===== src/sv/sara_pkg.sv =====
// Types, constants and the microprogram of the serial ADC reader averager.
// Used by every RTL module of the block; depends on nothing else.
package sara_pkg;

    // Fixed widths of the configuration and result fields.
    localparam int MODE_W    = 2;
    localparam int TIMEOUT_W = 20;
    localparam int COUNT_W   = 8;
    localparam int AVG_W     = 24;
    localparam int PADDR_W   = 3;
    localparam int PDATA_W   = 32;
    localparam int REG_IDX_W = 1;

    // Register indexes on the configuration port.
    localparam logic [REG_IDX_W-1:0] REG_DEFAULT_MODE = 1'b0;
    localparam logic [REG_IDX_W-1:0] REG_TIMEOUT      = 1'b1;

    // Register reset values.
    localparam logic [MODE_W-1:0]    DEFAULT_MODE_RST = 2'd1;
    localparam logic [TIMEOUT_W-1:0] TIMEOUT_RST      = 20'd500000;

    // Saturation limits of the average, as magnitudes.
    localparam logic [AVG_W-1:0] AVG_MAX     = 24'h7FFFFF;
    localparam logic [AVG_W-1:0] AVG_MIN     = 24'h800000;
    localparam logic [AVG_W:0]   AVG_NEG_LIM = 25'h0800000;

    // Microprogram addresses.
    typedef enum logic [4:0] {
        S_IDLE_GET  = 5'd0,
        S_IDLE_TST  = 5'd1,
        S_IDLE_GO   = 5'd2,
        S_IDLE_NOP  = 5'd3,
        S_WAIT_GET  = 5'd4,
        S_WAIT_TST  = 5'd5,
        S_WAIT_RDY  = 5'd6,
        S_WAIT_TO   = 5'd7,
        S_TO_EMIT   = 5'd8,
        S_WAIT_INC  = 5'd9,
        S_BH_GET    = 5'd10,
        S_BH_SHIFT  = 5'd11,
        S_BL_GET    = 5'd12,
        S_BL_TST    = 5'd13,
        S_BL_NEXT   = 5'd14,
        S_BL_ACC    = 5'd15,
        S_BL_MODE   = 5'd16,
        S_BL_PULSE  = 5'd17,
        S_FIN_TST   = 5'd18,
        S_FIN_NEXT  = 5'd19,
        S_PH_GET    = 5'd20,
        S_PH_EMIT   = 5'd21,
        S_PL_GET    = 5'd22,
        S_PL_DEC    = 5'd23,
        S_PL_TST    = 5'd24,
        S_PL_NEXT   = 5'd25,
        S_DIV_INIT  = 5'd26,
        S_DIV_STEP  = 5'd27,
        S_DIV_EMIT  = 5'd28
    } step_t;

    // Datapath operations.
    typedef enum logic [3:0] {
        OP_NONE      = 4'd0,
        OP_GET       = 4'd1,
        OP_START     = 4'd2,
        OP_CLR_SHIFT = 4'd3,
        OP_INC_WAIT  = 4'd4,
        OP_SHIFT     = 4'd5,
        OP_ACCUM     = 4'd6,
        OP_LOAD_MODE = 4'd7,
        OP_DEC_PULSE = 4'd8,
        OP_CLR_WAIT  = 4'd9,
        OP_DIV_INIT  = 4'd10,
        OP_DIV_STEP  = 4'd11
    } op_t;

    // Branch conditions.
    typedef enum logic [3:0] {
        C_ALWAYS    = 4'd0,
        C_START     = 4'd1,
        C_DATA_LOW  = 4'd2,
        C_TIMEOUT   = 4'd3,
        C_BITS_DONE = 4'd4,
        C_MODE_NZ   = 4'd5,
        C_LAST      = 4'd6,
        C_PULSE_NZ  = 4'd7,
        C_DIV_LAST  = 4'd8
    } cond_t;

    // One control word of the microprogram.
    typedef struct packed {
        logic  emit;
        logic  clk_lvl;
        logic  busy;
        logic  done;
        logic  tout;
        op_t   op;
        cond_t cond;
        step_t tgt_t;
        step_t tgt_f;
    } ucode_word_t;

    // Control from the sequencer to the datapath and divider.
    typedef struct packed {
        ucode_word_t word;
        logic        fire;
    } seq_ctrl_t;

    // Condition flags from the datapath to the sequencer.
    typedef struct packed {
        logic start;
        logic data_low;
        logic timeout;
        logic bits_done;
        logic mode_nz;
        logic last;
        logic pulse_nz;
        logic div_last;
    } status_t;

    // Builds one control word.
    function automatic ucode_word_t mk(
        input logic  emit,
        input logic  clk_lvl,
        input logic  busy,
        input logic  done,
        input logic  tout,
        input op_t   op,
        input cond_t cond,
        input step_t tgt_t,
        input step_t tgt_f
    );
        ucode_word_t w;
        w.emit    = emit;
        w.clk_lvl = clk_lvl;
        w.busy    = busy;
        w.done    = done;
        w.tout    = tout;
        w.op      = op;
        w.cond    = cond;
        w.tgt_t   = tgt_t;
        w.tgt_f   = tgt_f;
        return w;
    endfunction

    // The microprogram. A step with an emit bit ends one tick and writes its result.
    function automatic ucode_word_t ucode_rom(input step_t s);
        ucode_word_t w;
        case (s)
            S_IDLE_GET: w = mk(0, 0, 0, 0, 0, OP_GET,       C_ALWAYS,    S_IDLE_TST, S_IDLE_TST);
            S_IDLE_TST: w = mk(0, 0, 0, 0, 0, OP_NONE,      C_START,     S_IDLE_GO,  S_IDLE_NOP);
            S_IDLE_GO:  w = mk(1, 0, 1, 0, 0, OP_START,     C_ALWAYS,    S_WAIT_GET, S_WAIT_GET);
            S_IDLE_NOP: w = mk(1, 0, 0, 0, 0, OP_NONE,      C_ALWAYS,    S_IDLE_GET, S_IDLE_GET);
            S_WAIT_GET: w = mk(0, 0, 0, 0, 0, OP_GET,       C_ALWAYS,    S_WAIT_TST, S_WAIT_TST);
            S_WAIT_TST: w = mk(0, 0, 0, 0, 0, OP_NONE,      C_DATA_LOW,  S_WAIT_RDY, S_WAIT_TO);
            S_WAIT_RDY: w = mk(1, 0, 1, 0, 0, OP_CLR_SHIFT, C_ALWAYS,    S_BH_GET,   S_BH_GET);
            S_WAIT_TO:  w = mk(0, 0, 0, 0, 0, OP_NONE,      C_TIMEOUT,   S_TO_EMIT,  S_WAIT_INC);
            S_TO_EMIT:  w = mk(1, 0, 0, 1, 1, OP_NONE,      C_ALWAYS,    S_IDLE_GET, S_IDLE_GET);
            S_WAIT_INC: w = mk(1, 0, 1, 0, 0, OP_INC_WAIT,  C_ALWAYS,    S_WAIT_GET, S_WAIT_GET);
            S_BH_GET:   w = mk(0, 0, 0, 0, 0, OP_GET,       C_ALWAYS,    S_BH_SHIFT, S_BH_SHIFT);
            S_BH_SHIFT: w = mk(1, 1, 1, 0, 0, OP_SHIFT,     C_ALWAYS,    S_BL_GET,   S_BL_GET);
            S_BL_GET:   w = mk(0, 0, 0, 0, 0, OP_GET,       C_ALWAYS,    S_BL_TST,   S_BL_TST);
            S_BL_TST:   w = mk(0, 0, 0, 0, 0, OP_NONE,      C_BITS_DONE, S_BL_ACC,   S_BL_NEXT);
            S_BL_NEXT:  w = mk(1, 0, 1, 0, 0, OP_NONE,      C_ALWAYS,    S_BH_GET,   S_BH_GET);
            S_BL_ACC:   w = mk(0, 0, 0, 0, 0, OP_ACCUM,     C_ALWAYS,    S_BL_MODE,  S_BL_MODE);
            S_BL_MODE:  w = mk(0, 0, 0, 0, 0, OP_LOAD_MODE, C_MODE_NZ,   S_BL_PULSE, S_FIN_TST);
            S_BL_PULSE: w = mk(1, 0, 1, 0, 0, OP_NONE,      C_ALWAYS,    S_PH_GET,   S_PH_GET);
            S_FIN_TST:  w = mk(0, 0, 0, 0, 0, OP_NONE,      C_LAST,      S_DIV_INIT, S_FIN_NEXT);
            S_FIN_NEXT: w = mk(1, 0, 1, 0, 0, OP_CLR_WAIT,  C_ALWAYS,    S_WAIT_GET, S_WAIT_GET);
            S_PH_GET:   w = mk(0, 0, 0, 0, 0, OP_GET,       C_ALWAYS,    S_PH_EMIT,  S_PH_EMIT);
            S_PH_EMIT:  w = mk(1, 1, 1, 0, 0, OP_NONE,      C_ALWAYS,    S_PL_GET,   S_PL_GET);
            S_PL_GET:   w = mk(0, 0, 0, 0, 0, OP_GET,       C_ALWAYS,    S_PL_DEC,   S_PL_DEC);
            S_PL_DEC:   w = mk(0, 0, 0, 0, 0, OP_DEC_PULSE, C_ALWAYS,    S_PL_TST,   S_PL_TST);
            S_PL_TST:   w = mk(0, 0, 0, 0, 0, OP_NONE,      C_PULSE_NZ,  S_PL_NEXT,  S_FIN_TST);
            S_PL_NEXT:  w = mk(1, 0, 1, 0, 0, OP_NONE,      C_ALWAYS,    S_PH_GET,   S_PH_GET);
            S_DIV_INIT: w = mk(0, 0, 0, 0, 0, OP_DIV_INIT,  C_ALWAYS,    S_DIV_STEP, S_DIV_STEP);
            S_DIV_STEP: w = mk(0, 0, 0, 0, 0, OP_DIV_STEP,  C_DIV_LAST,  S_DIV_EMIT, S_DIV_STEP);
            S_DIV_EMIT: w = mk(1, 0, 0, 1, 0, OP_NONE,      C_ALWAYS,    S_IDLE_GET, S_IDLE_GET);
            default:    w = mk(0, 0, 0, 0, 0, OP_NONE,      C_ALWAYS,    S_IDLE_GET, S_IDLE_GET);
        endcase
        return w;
    endfunction

endpackage


===== src/sv/serial_adc_reader_averager_unit.sv =====
// Serial ADC reader and averager for a two-wire 24-bit converter. Every input item
// is one pin tick and gives exactly one result item: the serial clock level, busy,
// done with the average, and a timeout flag. A microcoded sequencer runs the tick
// program one control word per cycle unless it stalls for an input item or for room
// in the output register; a tick is the fetch of the item, tests and the step that
// writes the result, and the tick that reports the average also runs the divider,
// which produces one quotient bit per cycle. The result sits in an output register,
// so the next item is taken while it waits. Configuration writes are applied at once.
module serial_adc_reader_averager_unit
    import sara_pkg::*;
#(
    parameter int SAMPLE_BITS = 24
)
(
    input  logic                 clk,
    input  logic                 rst_n,
    input  logic                 psel,
    input  logic                 penable,
    input  logic                 pwrite,
    input  logic [PADDR_W-1:0]   paddr,
    input  logic [PDATA_W-1:0]   pwdata,
    output logic [PDATA_W-1:0]   prdata,
    output logic                 pready,
    input  logic                 in_valid,
    output logic                 in_ready,
    input  logic                 start_req,
    input  logic [MODE_W-1:0]    new_mode,
    input  logic [COUNT_W-1:0]   num_readings,
    input  logic                 data_level,
    output logic                 out_valid,
    input  logic                 out_ready,
    output logic                 clock_level,
    output logic                 busy_res,
    output logic                 done_res,
    output logic signed [AVG_W-1:0] average,
    output logic                 timed_out
);

    localparam int TW = SAMPLE_BITS + COUNT_W;

    logic [MODE_W-1:0]    default_mode;
    logic [TIMEOUT_W-1:0] timeout_ticks;
    seq_ctrl_t            ctrl;
    status_t              status;
    logic [TW-1:0]        total;
    logic [COUNT_W-1:0]   count;
    logic                 div_last;
    logic [AVG_W-1:0]     div_avg;
    logic                 out_free;
    logic                 emit_en;

    logic                 out_valid_reg, out_valid_next;
    logic                 clock_level_reg;
    logic                 busy_reg;
    logic                 done_reg;
    logic [AVG_W-1:0]     avg_reg;
    logic                 tout_reg;

    sara_cfg u_cfg (
        .clk           (clk),
        .rst_n         (rst_n),
        .psel          (psel),
        .penable       (penable),
        .pwrite        (pwrite),
        .paddr         (paddr),
        .pwdata        (pwdata),
        .prdata        (prdata),
        .pready        (pready),
        .default_mode  (default_mode),
        .timeout_ticks (timeout_ticks)
    );

    sara_sequencer u_seq (
        .clk      (clk),
        .rst_n    (rst_n),
        .in_valid (in_valid),
        .out_free (out_free),
        .status   (status),
        .in_ready (in_ready),
        .ctrl     (ctrl)
    );

    sara_datapath #(
        .SAMPLE_BITS (SAMPLE_BITS)
    ) u_dp (
        .clk           (clk),
        .rst_n         (rst_n),
        .ctrl          (ctrl),
        .start_req     (start_req),
        .new_mode      (new_mode),
        .num_readings  (num_readings),
        .data_level    (data_level),
        .default_mode  (default_mode),
        .timeout_ticks (timeout_ticks),
        .div_last      (div_last),
        .total         (total),
        .count         (count),
        .status        (status)
    );

    sara_divider #(
        .SAMPLE_BITS (SAMPLE_BITS)
    ) u_div (
        .clk      (clk),
        .rst_n    (rst_n),
        .ctrl     (ctrl),
        .total    (total),
        .count    (count),
        .div_last (div_last),
        .avg      (div_avg)
    );

    // Output register: written by an emit step, freed when the item is taken.
    assign out_free = !out_valid_reg || out_ready;
    assign emit_en  = ctrl.fire && ctrl.word.emit;

    always_comb
    begin
        out_valid_next = out_valid_reg;
        if (emit_en)
        begin
            out_valid_next = 1'b1;
        end
        else if (out_ready)
        begin
            out_valid_next = 1'b0;
        end
    end

    always_ff @(posedge clk or negedge rst_n)
    begin
        if (!rst_n)
        begin
            out_valid_reg <= 1'b0;
        end
        else
        begin
            out_valid_reg <= out_valid_next;
        end
    end

    // Result payload; the average shows only on a done tick without timeout.
    always_ff @(posedge clk)
    begin
        if (emit_en)
        begin
            clock_level_reg <= ctrl.word.clk_lvl;
            busy_reg        <= ctrl.word.busy;
            done_reg        <= ctrl.word.done;
            tout_reg        <= ctrl.word.tout;
            avg_reg         <= (ctrl.word.done && !ctrl.word.tout) ? div_avg : '0;
        end
    end

    assign out_valid   = out_valid_reg;
    assign clock_level = clock_level_reg;
    assign busy_res    = busy_reg;
    assign done_res    = done_reg;
    assign average     = avg_reg;
    assign timed_out   = tout_reg;

endmodule


===== src/sv/sara_cfg.sv =====
// Configuration registers of the serial ADC reader averager on an APB-style port.
// Depends on sara_pkg for register indexes, widths and reset values.
module sara_cfg
    import sara_pkg::*;
(
    input  logic                 clk,
    input  logic                 rst_n,
    input  logic                 psel,
    input  logic                 penable,
    input  logic                 pwrite,
    input  logic [PADDR_W-1:0]   paddr,
    input  logic [PDATA_W-1:0]   pwdata,
    output logic [PDATA_W-1:0]   prdata,
    output logic                 pready,
    output logic [MODE_W-1:0]    default_mode,
    output logic [TIMEOUT_W-1:0] timeout_ticks
);

    logic [MODE_W-1:0]    default_mode_reg;
    logic [TIMEOUT_W-1:0] timeout_reg;
    logic [REG_IDX_W-1:0] reg_idx;
    logic                 wr_en;

    // Registers are word aligned; the low address bits are ignored.
    assign reg_idx = paddr[2 +: REG_IDX_W];
    assign wr_en   = psel && penable && pwrite;
    assign pready  = 1'b1;

    // Register writes in the access phase.
    always_ff @(posedge clk or negedge rst_n)
    begin
        if (!rst_n)
        begin
            default_mode_reg <= DEFAULT_MODE_RST;
            timeout_reg      <= TIMEOUT_RST;
        end
        else if (wr_en)
        begin
            case (reg_idx)
                REG_DEFAULT_MODE: default_mode_reg <= pwdata[MODE_W-1:0];
                REG_TIMEOUT:      timeout_reg      <= pwdata[TIMEOUT_W-1:0];
                default:          ;
            endcase
        end
    end

    // Read data.
    always_comb
    begin
        case (reg_idx)
            REG_DEFAULT_MODE: prdata = PDATA_W'(default_mode_reg);
            REG_TIMEOUT:      prdata = PDATA_W'(timeout_reg);
            default:          prdata = '0;
        endcase
    end

    assign default_mode  = default_mode_reg;
    assign timeout_ticks = timeout_reg;

endmodule


===== src/sv/sara_divider.sv =====
// Iterative signed divider for the final average, one quotient bit per cycle.
// Depends on sara_pkg; driven by the sequencer's control word.
module sara_divider
    import sara_pkg::*;
#(
    parameter int SAMPLE_BITS = 24
)
(
    input  logic                         clk,
    input  logic                         rst_n,
    input  seq_ctrl_t                    ctrl,
    input  logic [SAMPLE_BITS+COUNT_W-1:0] total,
    input  logic [COUNT_W-1:0]           count,
    output logic                         div_last,
    output logic [AVG_W-1:0]             avg
);

    localparam int MW = SAMPLE_BITS + COUNT_W;
    localparam int CW = $clog2(MW);

    logic [MW-1:0]      quo_reg, quo_next;
    logic [COUNT_W-1:0] rem_reg, rem_next;
    logic [COUNT_W-1:0] div_reg, div_next;
    logic [CW-1:0]      cnt_reg, cnt_next;
    logic               neg_reg, neg_next;
    logic [COUNT_W:0]   rem_sh;
    logic [COUNT_W:0]   rem_diff;
    logic               ge;
    logic [MW-1:0]      neg_q;
    logic               init_en;
    logic               step_en;

    assign init_en = ctrl.fire && (ctrl.word.op == OP_DIV_INIT);
    assign step_en = ctrl.fire && (ctrl.word.op == OP_DIV_STEP);

    // One restoring step: bring down the next dividend bit and try the subtract.
    assign rem_sh   = {rem_reg, quo_reg[MW-1]};
    assign rem_diff = rem_sh - {1'b0, div_reg};
    assign ge       = rem_sh >= {1'b0, div_reg};

    always_comb
    begin
        quo_next = quo_reg;
        rem_next = rem_reg;
        div_next = div_reg;
        cnt_next = cnt_reg;
        neg_next = neg_reg;
        if (init_en)
        begin
            neg_next = total[MW-1];
            quo_next = total[MW-1] ? (~total + MW'(1)) : total;
            rem_next = '0;
            div_next = (count == '0) ? COUNT_W'(1) : count;
            cnt_next = CW'(MW - 1);
        end
        else if (step_en)
        begin
            rem_next = ge ? rem_diff[COUNT_W-1:0] : rem_sh[COUNT_W-1:0];
            quo_next = {quo_reg[MW-2:0], ge};
            cnt_next = cnt_reg - CW'(1);
        end
    end

    always_ff @(posedge clk or negedge rst_n)
    begin
        if (!rst_n)
        begin
            cnt_reg <= '0;
        end
        else
        begin
            cnt_reg <= cnt_next;
        end
    end

    always_ff @(posedge clk)
    begin
        quo_reg <= quo_next;
        rem_reg <= rem_next;
        div_reg <= div_next;
        neg_reg <= neg_next;
    end

    assign div_last = (cnt_reg == '0);

    // Restore the sign and saturate to the 24-bit result range.
    assign neg_q = ~quo_reg + MW'(1);

    always_comb
    begin
        if (!neg_reg)
        begin
            avg = (quo_reg > MW'(AVG_MAX)) ? AVG_MAX : quo_reg[AVG_W-1:0];
        end
        else
        begin
            avg = (quo_reg > MW'(AVG_NEG_LIM)) ? AVG_MIN : neg_q[AVG_W-1:0];
        end
    end

endmodule


===== src/sv/sara_datapath.sv =====
// Datapath of the serial ADC reader averager: item latch, counters, shifter, accumulator.
// Depends on sara_pkg; executes the operation of the current control word.
module sara_datapath
    import sara_pkg::*;
#(
    parameter int SAMPLE_BITS = 24
)
(
    input  logic                           clk,
    input  logic                           rst_n,
    input  seq_ctrl_t                      ctrl,
    input  logic                           start_req,
    input  logic [MODE_W-1:0]              new_mode,
    input  logic [COUNT_W-1:0]             num_readings,
    input  logic                           data_level,
    input  logic [MODE_W-1:0]              default_mode,
    input  logic [TIMEOUT_W-1:0]           timeout_ticks,
    input  logic                           div_last,
    output logic [SAMPLE_BITS+COUNT_W-1:0] total,
    output logic [COUNT_W-1:0]             count,
    output status_t                        status
);

    localparam int TW  = SAMPLE_BITS + COUNT_W;
    localparam int BCW = $clog2(SAMPLE_BITS + 1);

    logic                   start_reg, start_next;
    logic [MODE_W-1:0]      nmode_reg, nmode_next;
    logic [COUNT_W-1:0]     nread_reg, nread_next;
    logic                   data_reg, data_next;
    logic [TIMEOUT_W-1:0]   wait_reg, wait_next;
    logic [SAMPLE_BITS-1:0] shift_reg, shift_next;
    logic [BCW-1:0]         bitcnt_reg, bitcnt_next;
    logic [MODE_W-1:0]      pulse_reg, pulse_next;
    logic [COUNT_W-1:0]     left_reg, left_next;
    logic [TW-1:0]          total_reg, total_next;
    logic [COUNT_W-1:0]     count_reg, count_next;
    logic [MODE_W-1:0]      last_mode_reg, last_mode_next;
    logic [MODE_W-1:0]      mode_sel;
    logic [TW-1:0]          sample_ext;

    // The last reading uses the mode latched at start when nonzero.
    assign mode_sel = ((left_reg == '0) && (last_mode_reg != '0)) ? last_mode_reg : default_mode;
    assign sample_ext = {{COUNT_W{shift_reg[SAMPLE_BITS-1]}}, shift_reg};

    // Next values for the operation of the current step.
    always_comb
    begin
        start_next     = start_reg;
        nmode_next     = nmode_reg;
        nread_next     = nread_reg;
        data_next      = data_reg;
        wait_next      = wait_reg;
        shift_next     = shift_reg;
        bitcnt_next    = bitcnt_reg;
        pulse_next     = pulse_reg;
        left_next      = left_reg;
        total_next     = total_reg;
        count_next     = count_reg;
        last_mode_next = last_mode_reg;
        if (ctrl.fire)
        begin
            case (ctrl.word.op)
                OP_GET:
                begin
                    start_next = start_req;
                    nmode_next = new_mode;
                    nread_next = num_readings;
                    data_next  = data_level;
                end
                OP_START:
                begin
                    left_next      = (nread_reg == '0) ? COUNT_W'(1) : nread_reg;
                    last_mode_next = nmode_reg;
                    total_next     = '0;
                    count_next     = '0;
                    wait_next      = '0;
                end
                OP_CLR_SHIFT:
                begin
                    shift_next  = '0;
                    bitcnt_next = '0;
                end
                OP_INC_WAIT:
                begin
                    wait_next = wait_reg + TIMEOUT_W'(1);
                end
                OP_SHIFT:
                begin
                    shift_next  = {shift_reg[SAMPLE_BITS-2:0], data_reg};
                    bitcnt_next = bitcnt_reg + BCW'(1);
                end
                OP_ACCUM:
                begin
                    total_next = total_reg + sample_ext;
                    count_next = count_reg + COUNT_W'(1);
                    left_next  = left_reg - COUNT_W'(1);
                end
                OP_LOAD_MODE:
                begin
                    pulse_next = mode_sel;
                end
                OP_DEC_PULSE:
                begin
                    pulse_next = pulse_reg - MODE_W'(1);
                end
                OP_CLR_WAIT:
                begin
                    wait_next = '0;
                end
                default:
                begin
                end
            endcase
        end
    end

    always_ff @(posedge clk or negedge rst_n)
    begin
        if (!rst_n)
        begin
            start_reg     <= 1'b0;
            nmode_reg     <= '0;
            nread_reg     <= '0;
            data_reg      <= 1'b0;
            wait_reg      <= '0;
            shift_reg     <= '0;
            bitcnt_reg    <= '0;
            pulse_reg     <= '0;
            left_reg      <= '0;
            total_reg     <= '0;
            count_reg     <= '0;
            last_mode_reg <= '0;
        end
        else
        begin
            start_reg     <= start_next;
            nmode_reg     <= nmode_next;
            nread_reg     <= nread_next;
            data_reg      <= data_next;
            wait_reg      <= wait_next;
            shift_reg     <= shift_next;
            bitcnt_reg    <= bitcnt_next;
            pulse_reg     <= pulse_next;
            left_reg      <= left_next;
            total_reg     <= total_next;
            count_reg     <= count_next;
            last_mode_reg <= last_mode_next;
        end
    end

    // Condition flags for the sequencer's branches.
    always_comb
    begin
        status.start     = start_reg;
        status.data_low  = !data_reg;
        status.timeout   = (wait_reg >= timeout_ticks);
        status.bits_done = (bitcnt_reg >= BCW'(SAMPLE_BITS));
        status.mode_nz   = (mode_sel != '0);
        status.last      = (left_reg == '0);
        status.pulse_nz  = (pulse_reg != '0);
        status.div_last  = div_last;
    end

    assign total = total_reg;
    assign count = count_reg;

endmodule


===== src/sv/sara_sequencer.sv =====
// Microcode sequencer: step counter, control word fetch and conditional jumps.
// Depends on sara_pkg for the microprogram and the control and status structs.
module sara_sequencer
    import sara_pkg::*;
(
    input  logic      clk,
    input  logic      rst_n,
    input  logic      in_valid,
    input  logic      out_free,
    input  status_t   status,
    output logic      in_ready,
    output seq_ctrl_t ctrl
);

    step_t       step_reg, step_next;
    ucode_word_t word;
    logic        stall;
    logic        cond_ok;

    // Control word outputs and the stall rule: wait for an item, or for room to emit.
    always_comb
    begin
        word      = ucode_rom(step_reg);
        in_ready  = (word.op == OP_GET);
        stall     = ((word.op == OP_GET) && !in_valid) || (word.emit && !out_free);
        ctrl.word = word;
        ctrl.fire = !stall;
    end

    // Branch condition select and next step.
    always_comb
    begin
        case (word.cond)
            C_ALWAYS:    cond_ok = 1'b1;
            C_START:     cond_ok = status.start;
            C_DATA_LOW:  cond_ok = status.data_low;
            C_TIMEOUT:   cond_ok = status.timeout;
            C_BITS_DONE: cond_ok = status.bits_done;
            C_MODE_NZ:   cond_ok = status.mode_nz;
            C_LAST:      cond_ok = status.last;
            C_PULSE_NZ:  cond_ok = status.pulse_nz;
            C_DIV_LAST:  cond_ok = status.div_last;
            default:     cond_ok = 1'b1;
        endcase
        if (stall)
        begin
            step_next = step_reg;
        end
        else
        begin
            step_next = cond_ok ? word.tgt_t : word.tgt_f;
        end
    end

    always_ff @(posedge clk or negedge rst_n)
    begin
        if (!rst_n)
        begin
            step_reg <= S_IDLE_GET;
        end
        else
        begin
            step_reg <= step_next;
        end
    end

endmodule


===== config.mk =====
export PLATFORM = sky130hd
export DESIGN_NAME = serial_adc_reader_averager_unit
export DESIGN_NICKNAME = d
export VERILOG_FILES = /design/src/sv/sara_pkg.sv /design/src/sv/serial_adc_reader_averager_unit.sv /design/src/sv/sara_cfg.sv /design/src/sv/sara_divider.sv /design/src/sv/sara_datapath.sv /design/src/sv/sara_sequencer.sv
export SDC_FILE = /design/constraint.sdc
export NUM_CORES = 1
export LEC_CHECK = 0
export BUFFER_PORTS_ARGS = -buffer_cell sky130_fd_sc_hd__buf_2
export CAP_MARGIN = 0
export CORE_UTILIZATION = 50
export DETAILED_ROUTE_END_ITERATION = 7
export PLACE_DENSITY = 0.69
export REMOVE_ABC_BUFFERS = 1
export SLEW_MARGIN = 20
export SYNTH_ARGS = -nofsm -noshare
export SYNTH_HDL_FRONTEND = slang
export SYNTH_SLANG_ARGS = --single-unit

===== constraint.sdc =====
create_clock -name clk -period 4.5 [get_ports clk]
set_clock_uncertainty 0.15 [all_clocks]
set_input_delay 0.225 -clock clk [delete_from_list [all_inputs] [get_ports clk]]
set_output_delay 0.225 -clock clk [all_outputs]
set_load 0.02 [all_outputs]

# After elaboration in Yosys (flattened, before gate mapping)
# Memories as Yosys holds them, arrays and structs flattened.
# Cells that the tools add are included.
[word_totals] regBits=223 rom_bits=736 in_bits=54 output_inout_bits=63 elab_cells=127 n_memories=1
[classes] addsub=10 n_lt_le_gt_ge=5 n_eq_ne=19 n_mux=23 n_bitwise=4 reduce_logical=39
[mem_list] memory="(name not given)" depth=32 word_bits=23 read_ports=1 rd_ports_with_merged_regs=0 wr=0 line="sara_pkg.sv:148" text="case (s)"
[op_table] operator="one-hot mux 32 bit (2 select lines)" n=2
[op_table] operator="two-way mux 32 bit" n=3
[op_table] operator="two-way mux 24 bit" n=3
[op_table] operator="one-hot mux 24 bit (2 select lines)" n=1
[op_table] operator="one-hot mux 20 bit (2 select lines)" n=1
[op_table] operator="adder 32 x 1 -> 32 bit, second input constant" n=1
[op_table] operator="adder 32 bit" n=1
[op_table] operator="equality test 4 x 3 -> 1 bit, second input constant" n=8
[op_table] operator="greater-than comparator 32 x 23 -> 1 bit, second input constant" n=1
[op_table] operator="greater-than comparator 32 x 24 -> 1 bit, second input constant" n=1
[op_table] operator="inverter 32 bit" n=1
[op_table] operator="one-hot mux 8 bit (2 select lines)" n=2
[op_table] operator="adder 24 x 1 -> 24 bit, second input constant" n=1
[op_table] operator="zero test 8 bit" n=3
[op_table] operator="inverter 24 bit" n=1
[op_table] operator="adder 20 x 1 -> 20 bit, second input constant" n=1
[op_table] operator="equality test 4 bit, second input constant" n=5
[op_table] operator="greater-or-equal comparator 20 bit" n=1
[op_table] operator="nonzero test 2 bit" n=9
[op_table] operator="equality test 4 x 2 -> 1 bit, second input constant" n=4
[op_table] operator="two-way mux 8 bit" n=2
[op_table] operator="AND reduction 2 bit" n=8
[op_table] operator="two-way mux 5 bit" n=3
[op_table] operator="one-hot mux 5 bit (2 select lines)" n=1
[op_table] operator="other kinds (19)" n=36

# Logic depth before layout (Yosys ltp)
# Gate-level depths: netlist of run 1.
[logic_depth] word_depth=9 depth_mapped=15

# By module
# From an unflattened synthesis of run 1, not the netlist that was laid out.
[hier_totals] cells_unflattened=1574 hier_area_um2=14646.5
[by_module_without_submodules] mod="sara_datapath" n_inst=1 cells_per_inst=788 area_each_um2=7069.3
[by_module_without_submodules] mod="sara_divider" n_inst=1 cells_per_inst=473 area_each_um2=4042.6
[by_module_without_submodules] mod="sara_sequencer" n_inst=1 cells_per_inst=169 area_each_um2=1271.2
[by_module_without_submodules] mod="sara_cfg" n_inst=1 cells_per_inst=85 area_each_um2=1176.1
[by_module_without_submodules] mod="serial_adc_reader_averager_unit" n_inst=1 cells_per_inst=59 area_each_um2=1087.3

# Worst setup path before layout of run 1
# OpenSTA, ideal clock, no wires.
[synth_path] kind="register -> register" start="register u_seq.step_reg[1]" end="register avg_reg[0] (netlist: average[0]) (enable)" setup_time_ns=0.413 t_arrival_ns=3.505 setup_slack_ns=0.432 stages_incl_launch_ff=10 cell_sequence="dfrtp_1 clkbuf_1 inv_1 ha_1 clkbuf_1 mux2_2 mux4_2 a31o_2 buf_2 nor2_1"
[synth_between] elab_chain_cells=6 elab_cells_between_ends=7 cone_classes="1 x eq/ne; 5 x reduce/logical; 1 x memory"
[synth_lines] item="start: declaration" line="sara_sequencer.sv:15" text="step_t step_reg, step_next;"
[synth_lines] item="start signal: assignment" line="sara_sequencer.sv:63" text="step_reg <= step_next;"
[synth_lines] item="memory read (32 x 23 bit) *"
[synth_lines] item="equality test 4 x 1 -> 1 bit" line="sara_sequencer.sv:25" text="stall = ((word.op == OP_GET) && !in_valid) || (word.emit && !out_free);"
[synth_lines] item="logical AND 1 bit" line="sara_sequencer.sv:25"
[synth_lines] item="logical OR 1 bit" line="sara_sequencer.sv:25"
[synth_lines] item="zero test 1 bit" line="sara_sequencer.sv:27" text="ctrl.fire = !stall;"
[synth_lines] item="logical AND 1 bit *" line="serial_adc_reader_averager_unit.sv:115" text="assign emit_en = ctrl.fire && ctrl.word.emit;"
[synth_lines] item="net emit_en" line="serial_adc_reader_averager_unit.sv:50" text="logic emit_en;"
[synth_lines] item="end signal: assignment" line="serial_adc_reader_averager_unit.sv:151" text="avg_reg <= (ctrl.word.done && !ctrl.word.tout) ? div_avg : '0;"
[synth_lines] item="end: declaration" line="serial_adc_reader_averager_unit.sv:56" text="logic [AVG_W-1:0] avg_reg;"
# Mark *: on every way through the listed nets, which the timed path passes. The rest lies on a longest branch.
# A chain may end at the register's enable or synchronous reset.

# Worst setup path after layout of run 1
[layout_path] start="register u_seq.step_reg[1]" end="register u_dp.shift_reg[18]"
[layout_between] elab_chain_cells=6 elab_cells_between_ends=11 cone_classes="3 x eq/ne; 1 x mux; 1 x bitwise; 5 x reduce/logical; 1 x memory"
[layout_lines] item="memory read (32 x 23 bit) *"
[layout_lines] item="equality test 4 x 1 -> 1 bit" line="sara_sequencer.sv:25"
[layout_lines] item="logical AND 1 bit" line="sara_sequencer.sv:25"
[layout_lines] item="logical OR 1 bit" line="sara_sequencer.sv:25"
[layout_lines] item="inverter 1 bit (no line)"
[layout_lines] item="AND reduction 2 bit (no line)"
[layout_lines] item="end signal: assignment" line="sara_datapath.sv:142" text="shift_reg <= shift_next;"
[layout_lines] item="end: declaration" line="sara_datapath.sv:32" text="logic [SAMPLE_BITS-1:0] shift_reg, shift_next;"
# Every way passes the cells marked *; elsewhere a longest branch is shown, timed or not.

==> results.json, run 1 <==
{
  "status": "finished, final reports clean",
  "numCtsBuffers": 27,
  "cts_root_buffer": "clkbuf_16",
  "core-area_sq_mm": 0.0279,
  "timing.rr.start": "u_seq.step_reg[1]",
  "clockBufferDepth": 3,
  "grt_pass1_wl_microns": 53500,
  "p_per_area_mw_per_mm2": 538,
  "rsz0062_at_grt": "false",
  "cp-end-kind": "flop",
  "maxSlewViolCount": 0,
  "required_ns": 4.75,
  "area_growth_pct": 13.8,
  "fin_crit_sh_pct": 83.6,
  "period_needed_ns": 3.76,
  "synth-edff-count": 69,
  "synth_cell_types": 87,
  "mostFrequentLayoutCell": "nand2_1",
  "port_buffers": 89,
  "final_net_count": 1807,
  "start_util_pct": 51.1,
  "drtAntennaViolNets": 0,
  "post_drt_wl_per_cell_microns": 15.4,
  "swShare_pct": 39.7,
  "highest_layer": "met4",
  "cts_max_level": 1,
  "synth_seq_cells": 223,
  "pwr-share-comb_pct": 41.1,
  "ys.flop_type": "dfrtp_1",
  "final_util_pct": 58.1,
  "crit_type": "flop to flop",
  "dieArea_sq_mm": 0.0291,
  "p_int_w": 0.00525,
  "p_clk_share_pct": 22.9,
  "grt-ovfl-total": 0,
  "timing.rr.end": "u_dp.shift_reg[18]",
  "synth-async-reset-ratio_pct": 65.5,
  "drv_cap": 0,
  "track_usage_pct": 22.3,
  "rows": 61,
  "ir_worst_vdd_mv": 0.421,
  "slew_headroom_pct": 28.6,
  "crit_start": "u_seq.step_reg[1]",
  "wl_met1_microns": 14700,
  "cp_max_fo": 34,
  "drive_gt1_share_pct": 14.1,
  "drt_wl_total_microns": 32000,
  "critPathArrivalTime_ns": 4.01,
  "finalHoldViolCount": 0,
  "worst_setup_path_start_kind": "flop",
  "post_cts_buffers": 0,
  "tightest_slew_ns": 1.07,
  "setup_violations": 0,
  "dieHeight_microns": 171,
  "ys_seq_area_share_pct": 41.4,
  "final_cell_mix": "nand2_1, dfrtp_1, o21ai_0, nor2_1, a21oi_1",
  "dp_hpwl_microns": 22600,
  "dr_wl_met2_microns": 15200,
  "die_x_microns": 171,
  "avgSynthCellArea_sq_um": 9.06,
  "clkSlewWorstSetupHoldPaths_ns": 0.06,
  "syn_area_sq_mm": 0.0142,
  "drc": 0,
  "initialDrtViolationCount": 668,
  "grt_pass1_vias": 11000,
  "switchingPower_w": 0.00346,
  "leakage_nw": 7.00,
  "antenna_found_initial": 0,
  "firstDrtPassIters": 5,
  "final.setup.tns_ns": 0,
  "clk_latency_ns": 0.53,
  "cts_resized": 0,
  "hold_path_class": "input port to async pin",
  "synth_cells": 1570,
  "nFillCells": 2415,
  "grt_max_degree": 71,
  "wl_met3_microns": 1420,
  "synth-warning-count": 0,
  "diodes": 0,
  "clkSinkCount": 223,
  "max_freq_ghz": 0.266,
  "vias": 11700,
  "design.portCount": 117,
  "reg2reg_depth": 11,
  "via_per_inst": 5.63,
  "reg2reg_slack_ns": 0.74,
  "gp_congestion": 0.865,
  "cts_tree": "built",
  "p_seq_share_pct": 36.0
}
==> worst max path at each step <==
stage,endpoint,cells after the start,slack [ns]
2_1_floorplan,u_div.quo_reg[0],7,0.16
3_3_place_gp,u_div.quo_reg[22],11,0.73
3_5_place_dp,u_div.quo_reg[20],8,0.66
4_1_cts,u_div.quo_reg[15],8,0.63
5_1_grt,u_dp.shift_reg[18],11,0.35
6_report,u_dp.shift_reg[18],11,0.74
==> critical path: stages, from the launching register on <==
cell and delay (ns):
dfrtp_1 0.57, inv_1 0.19, ha_1 0.39, nand4_1 0.21
buf_4 0.25, a311oi_2 0.25, buf_4 0.21, a31oi_2 0.11
and2_1 0.29, nor2_2 0.45, buf_4 0.39, o21ai_0 0.15
==> synthesized netlist by cell type (all sizes together), types with 15 or more instances <==
cell type / instances / area share [%]
o21ai: 144 / 5.1
or3: 16 / 0.88
nand3: 27 / 0.95
a21o: 18 / 0.95
clkbuf: 59 / 1.6
xor2: 54 / 3.3
nor2: 134 / 3.6
nand4: 20 / 0.88
nor4: 15 / 0.70
mux2: 41 / 3.2
nand2: 205 / 5.4
edfxtp: 69 / 15
a31oi: 24 / 1.1
buf: 30 / 1.3
ha: 76 / 6.7
inv: 64 / 1.7
dfrtp: 138 / 24
o31ai: 24 / 1.4
xnor2: 41 / 2.5
nor3: 33 / 1.3
nand2b: 21 / 0.92
mux2i: 25 / 1.8
and2: 23 / 1.0
a21oi: 102 / 3.6
==> metrics by stage <==
stage,instance area (sq um),setup WS [ns],total power [W],std cells,hold slack (ns)
2_1_floorplan,13900,0.159,0.00565,1492,-0.221
3_3_place_gp,15000,0.725,0.00657,1987,0.117
3_5_place_dp,15000,0.663,0.00668,1987,0.120
4_1_cts,16200,0.634,0.00874,2073,0.121
5_1_grt,16200,0.348,0.00932,2073,0.173
6_report,16200,0.738,0.00871,2073,0.108
==> cells by family (layout without fill, tap and decap cells) <==
logic type | count (synthesis) | count (layout) | synth area share [%]
fa+ha+maj | 78 | 78 | 6.97
buf+inv | 154 | 268 | 4.53
flops | 223 | 223 | 41.4
compound gates | 392 | 392 | 16.9
mux | 68 | 68 | 5.32
simple gates | 558 | 558 | 19.0
xor+xnor | 95 | 95 | 5.85
other cells | 2 | 13 | 0.0528
==> layout make-up <==
| class | instances | area [sq um] | area share, % |
|---|---|---|---|
| clock buffer | 39 | 751 | 4.64 |
| clock inverter | 10 | 62.6 | 0.386 |
| inverter | 65 | 244 | 1.51 |
| multi-input combinational | 1204 | 7730 | 47.8 |
| sequential | 223 | 5900 | 36.4 |
| tap | 378 | 473 | 2.92 |
| timing repair buffer | 154 | 1030 | 6.38 |
==> power groups by stage <==
stage | logic, W | registers [W] | clock network (W)
2_1_floorplan | 0.00238 | 0.00327 | 0
3_3_place_gp | 0.00343 | 0.00314 | 0
3_5_place_dp | 0.00352 | 0.00316 | 0
4_1_cts | 0.00357 | 0.00312 | 0.00205
5_1_grt | 0.00398 | 0.00321 | 0.00213
6_report | 0.00358 | 0.00313 | 0.00200
==> layer usage <==
| layer | global-route usage (%) | vias to the layer above |
|---|---|---|
| met4 | 5.09 | 0 |
| met1 | 30.2 | 5558 |
| met2 | 38.0 | 281 |
| met5 | 0 | - |
| li1 | - | 5799 |
| met3 | 2.85 | 39 |
==> what timing repair did <==
item | 4_1_cts | 5_1_grt
endpoints found under the setup margin | 0 | 0
hold buffers | 37 | 0
hold endpoints to repair | 103 | 0
Power figures use the tool's default switching activity.
==> run 2: changes to the inputs <==
--- a/config.mk
+++ b/config.mk
@@ -9,7 +9,7 @@
 export CAP_MARGIN = 0
 export CORE_UTILIZATION = 50
 export DETAILED_ROUTE_END_ITERATION = 7
-export PLACE_DENSITY = 0.69
+export PLACE_DENSITY = 0.71
 export REMOVE_ABC_BUFFERS = 1
 export SLEW_MARGIN = 20
 export SYNTH_ARGS = -nofsm -noshare
==> constraint.sdc (replaced) <==
create_clock -name clk -period 3.3 [get_ports clk]
set_clock_uncertainty 0.15 [all_clocks]
set_input_delay 0.165 -clock clk [delete_from_list [all_inputs] [get_ports clk]]
set_output_delay 0.165 -clock clk [all_outputs]
set_load 0.02 [all_outputs]
==> run 2 against run 1 <==
Compared with the run above:
- first-iteration DRC count up 13%
- sequential share of layout area decreased by 0.95 points
- global-route usage rose by 0.071 points
- critical endpoint is now average[10]
- worst setup slack worse by 0.60 ns
- register-to-register slack lost 0.60 ns
- wire length increased by 0.94%
- sequential power up 34%
- cell area up 2.7%
- highest routed layer unchanged
- critical path type unchanged
- die area unchanged
==> results.json, run 2 (same netlist as run 1, synthesis figures left out) <==
{
  "swShare_pct": 39.3,
  "seq_area_sq_mm": 0.00590,
  "status": "finished, final reports clean",
  "instances_no_fill": 2110,
  "gp_congestion": 0.877,
  "hold_path_class": "input port to async pin",
  "ir_worst_vdd_mv": 0.563,
  "crit_type": "flop to flop",
  "mostFrequentLayoutCell": "nand2_1",
  "final_cell_mix": "nand2_1, dfrtp_1, o21ai_0, nor2_1, a21oi_1",
  "tightest_slew_ns": 1.05,
  "fin_area_sq_mm": 0.0166,
  "timing.rr.end": "average[10]",
  "clockBufferDepth": 3,
  "clk_latency_ns": 0.53,
  "firstDrtPassIters": 5,
  "crit_start": "u_div.quo_reg[1]",
  "maxSlewViolCount": 0,
  "drv_cap": 0,
  "vias": 11800,
  "finalHoldViolCount": 0,
  "place_inst": 2026,
  "max_freq_ghz": 0.316,
  "cts_root_buffer": "clkbuf_16",
  "dieArea_sq_mm": 0.0291,
  "area_growth_pct": 16.9,
  "critPathArrivalTime_ns": 3.37,
  "place_area_sq_mm": 0.0154,
  "rows": 61,
  "p_per_area_mw_per_mm2": 723,
  "cts_tree": "built",
  "dp_hpwl_microns": 22800,
  "wl_met3_microns": 1390,
  "cts_max_level": 1,
  "start_util_pct": 51.1,
  "reg2reg_slack_ns": 0.13,
  "p_int_w": 0.00729,
  "p_clk_share_pct": 21.9,
  "core-area_sq_mm": 0.0279,
  "period_needed_ns": 3.17,
  "post_cts_buffers": 0,
  "final_net_count": 1844,
  "drtAntennaViolNets": 0,
  "drive_gt1_share_pct": 16.7,
  "drt_wl_total_microns": 32300,
  "p_seq_share_pct": 34.8,
  "fin_crit_sh_pct": 95.9,
  "track_usage_pct": 22.4,
  "wl_met1_microns": 14800,
  "diodes": 0,
  "slew_headroom_pct": 29.8,
  "grt_pass1_vias": 11100,
  "post_drt_wl_per_cell_microns": 15.3,
  "switchingPower_w": 0.00473,
  "highest_layer": "met4",
  "setup_violations": 0,
  "design.portCount": 117,
  "final_util_pct": 59.7,
  "clkSinkCount": 223,
  "antenna_found_initial": 0,
  "timing.rr.start": "u_div.quo_reg[1]",
  "numCtsBuffers": 26,
  "grt-ovfl-total": 0,
  "die_x_microns": 171,
  "grt_pass1_wl_microns": 53700,
  "cp_max_fo": 9,
  "pwr-share-comb_pct": 43.3,
  "multi_input_area_sq_mm": 0.00782,
  "grt_max_degree": 88,
  "leakage_nw": 7.23,
  "worst_setup_path_start_kind": "flop",
  "port_buffers": 89,
  "dieHeight_microns": 171,
  "cp-end-kind": "flop",
  "via_per_inst": 5.58,
  "drc": 0,
  "initialDrtViolationCount": 755,
  "dr_wl_met2_microns": 15300,
  "reg2reg_depth": 9,
  "required_ns": 3.51,
  "nFillCells": 2349,
  "clkSlewWorstSetupHoldPaths_ns": 0.06
}
run 2: changes by cell type in the layout (fill, tap and decap cells not counted), sizes merged:
cell / delta
dlygate4sd3: -1
buf: +39
inv: -1
clkinvlp: -1
clkbuf: +2
clkinv: -1
run 2: worst max-delay path, stage by stage, from the launching register on:
cell,delay (ns)
edfxtp_1,0.41
inv_1,0.12
ha_2,0.20
or3b_1,0.37
or3_4,0.36
nor4bb_4,0.34
nand2_2,0.11
a21o_4,0.27
or4b_1,0.48
a31oi_1,0.19
run 2: worst max-delay path by stage:
stage,end,slack (ns),depth (start not counted)
2_1_floorplan,u_div.quo_reg[0],-1.04,7
3_3_place_gp,u_div.quo_reg[30],0.13,10
3_5_place_dp,average[10],0.06,9
4_1_cts,in_ready,0.02,7
5_1_grt,u_dp.total[22],-0.02,11
6_report,average[10],0.13,9
run 2: metal layers:
layer  vias to the layer above  track usage (%)
li1                       5888                -
met1                      5534             29.8
met2                       299             38.2
met3                        52             2.59
met4                         0             6.85
met5                         -                0
run 2: through the flow:
step | TNS [ns] | hold slack (ns) | total power [W] | setup slack (ns)
2_1_floorplan | -88.87 | -0.281 | 0.00771 | -1.04
3_3_place_gp | 0 | 0.137 | 0.00914 | 0.135
3_5_place_dp | 0 | 0.150 | 0.00930 | 0.0582
4_1_cts | 0 | 0.155 | 0.0120 | 0.0219
5_1_grt | -0.0280 | 0.214 | 0.0128 | -0.0153
6_report | 0 | 0.155 | 0.0120 | 0.134
run 2: final cells by class:
| class | count | share of cell area, % |
|---|---|---|
| multi-input combinational | 1204 | 47.1 |
| sequential | 223 | 35.5 |
| timing repair buffer | 192 | 8.51 |
| clock buffer | 41 | 4.44 |
| tap | 378 | 2.84 |
| inverter | 65 | 1.47 |
| clock inverter | 7 | 0.218 |
run 2: timing repair:
item,in CTS,in global routing
gates resized for setup,0,21
setup endpoints to repair,0,30
hold endpoints to repair,113,0
hold buffers,36,0
run 2: power groups by stage:
| stage | Clock [W] | Combinational (W) | Sequential [W] |
|---|---|---|---|
| 2_1_floorplan | 0 | 0.00325 | 0.00446 |
| 3_3_place_gp | 0 | 0.00494 | 0.00420 |
| 3_5_place_dp | 0 | 0.00507 | 0.00423 |
| 4_1_cts | 0.00270 | 0.00513 | 0.00418 |
| 5_1_grt | 0.00279 | 0.00575 | 0.00428 |
| 6_report | 0.00263 | 0.00520 | 0.00419 |
==> run 3: changes to the inputs <==
--- a/config.mk
+++ b/config.mk
@@ -7,9 +7,8 @@
 export LEC_CHECK = 0
 export BUFFER_PORTS_ARGS = -buffer_cell sky130_fd_sc_hd__buf_2
 export CAP_MARGIN = 0
-export CORE_UTILIZATION = 50
+export CORE_UTILIZATION = 25
 export DETAILED_ROUTE_END_ITERATION = 7
-export PLACE_DENSITY = 0.71
 export REMOVE_ABC_BUFFERS = 1
 export SLEW_MARGIN = 20
 export SYNTH_ARGS = -nofsm -noshare
==> run 3 against run 2 <==
Compared with the run above:
- wire length grew 8.6%
- clock power grew 29%
- via count grew 1.2%
- sequential share of layout area shrank 1.6 points
- critical path depth grew 1
- die area grew 99%
- register-to-register slack gained 0.02 ns
- cell area grew 4.8%
- global-route usage shrank 10 points
- largest cell class unchanged
==> results.json, run 3 (same netlist as run 1, synthesis figures left out) <==
{
  "cp-end-kind": "flop",
  "p_per_area_mw_per_mm2": 741,
  "period_needed_ns": 3.15,
  "cp_max_fo": 5,
  "mostFrequentLayoutCell": "nand2_1",
  "cts_tree": "built",
  "clkSlewWorstSetupHoldPaths_ns": 0.06,
  "worst_path_dominant_cell_family": "compound AO/OA/AOI/OAI gates",
  "final_util_pct": 31.0,
  "cp_slowest_cell": "fa_1",
  "ir_worst_vdd_mv": 0.378,
  "drtAntennaViolNets": 0,
  "start_util_pct": 25.3,
  "post_drt_wl_per_cell_microns": 14.0,
  "drt_wl_total_microns": 35100,
  "layout_setup_ws_ns": 0.152,
  "drive_gt1_share_pct": 18.1,
  "dieHeight_microns": 241,
  "via_per_inst": 4.75,
  "area_growth_pct": 22.5,
  "vias": 11900,
  "die_x_microns": 241,
  "hold_path_class": "input port to async pin",
  "status": "finished, final reports clean",
  "place_area_sq_mm": 0.0160,
  "grt-ovfl-total": 0,
  "cts_root_buffer": "clkbuf_16",
  "max_freq_ghz": 0.318,
  "cpPeakStageDelay_ns": 0.42,
  "fin_crit_sh_pct": 95.4,
  "path_cells": "ha_1 > fa_1 > a21o_1 > a221oi_2 > nor4_1 > a211o_1 > a311o_1 > a31oi_1 > xor2_1 > o21ai_0",
  "tightest_slew_ns": 0.683,
  "grt_max_degree": 73,
  "final_cell_mix": "nand2_1, dfrtp_1, o21ai_0, nor2_1, a21oi_1",
  "worst_setup_path_start_kind": "flop",
  "grt_pass1_vias": 11800,
  "setup_violations": 0,
  "track_usage_pct": 12.2,
  "dieArea_sq_mm": 0.0579,
  "firstDrtPassIters": 6,
  "drc": 0,
  "final_net_count": 1860,
  "dp_hpwl_microns": 25900,
  "grt_pass1_wl_microns": 58600,
  "rsz0062_at_grt": "false",
  "drv_cap": 0,
  "hold_slack_ns": 0.0251,
  "slew_headroom_pct": 54.5,
  "clockBufferDepth": 3,
  "cp.buffers_inverters": 0,
  "crit_type": "flop to flop",
  "cts_max_level": 1,
  "required_ns": 3.58,
  "port_buffers": 89,
  "clk_latency_ns": 0.56,
  "place_ws_ns": -0.0500,
  "rows": 87,
  "initialDrtViolationCount": 664,
  "numCtsBuffers": 28,
  "post_cts_buffers": 0,
  "fin_area_sq_mm": 0.0174,
  "final.setup.tns_ns": 0,
  "maxSlewViolCount": 0,
  "clkSinkCount": 223,
  "critPathArrivalTime_ns": 3.43,
  "antenna_found_initial": 0,
  "gp_congestion": 0.889,
  "core-area_sq_mm": 0.0563,
  "diodes": 0,
  "finalHoldViolCount": 0,
  "design.portCount": 117,
  "leakage_nw": 7.44
}
## run 3: layout make-up
type | count | area (sq um)
clock buffer | 36 | 825
clock inverter | 16 | 214
fill | 5807 | 38900
inverter | 65 | 244
multi-input combinational | 1204 | 7800
sequential | 223 | 5900
tap | 756 | 946
timing repair buffer | 206 | 1500
## run 3: power breakdown
group          internal [W]  switching, W
sequential          0.00364      0.000572
combinational       0.00219       0.00312
clock               0.00215       0.00124
total               0.00798       0.00493
## run 3: what timing repair did
item	4_1_cts	5_1_grt
gates resized for setup	2	17
setup endpoints to repair	2	96
hold buffers	36	0
endpoints found under the hold margin	105	0
## run 3: stage by stage
stage	cells	power, W
after global routing	2506	0.0138
after CTS	2506	0.0130
after floorplan	1492	0.00771
final	2506	0.0129
after detailed placement	2418	0.00952
after global placement	2418	0.00937
## run 3: final timing paths
kind	depth (start not counted)	endpoint	slack [ns]	start
max	10	u_dp.total[22]	0.15	u_dp.total[0]
min	2	u_dp.wait_reg[12]	0.03	rst_n
max reg2reg	10	u_dp.total[22]	0.15	u_dp.total[0]
min reg2reg	2	u_div.rem_reg[6]	0.34	u_div.rem_reg[6]
max in group asynchronous	3	u_cfg.timeout_ticks[8]	2.11	rst_n
min in group clk	4	u_cfg.timeout_ticks[3]	0.14	psel
## run 3: per-layer routing
metal	vias up	global-route usage [%]	routed length (microns)
met5	-	0	0
li1	5920	-	-
met3	55	1.45	1240
met4	0	3.65	775
met1	5716	15.8	16000
met2	221	21.1	17100
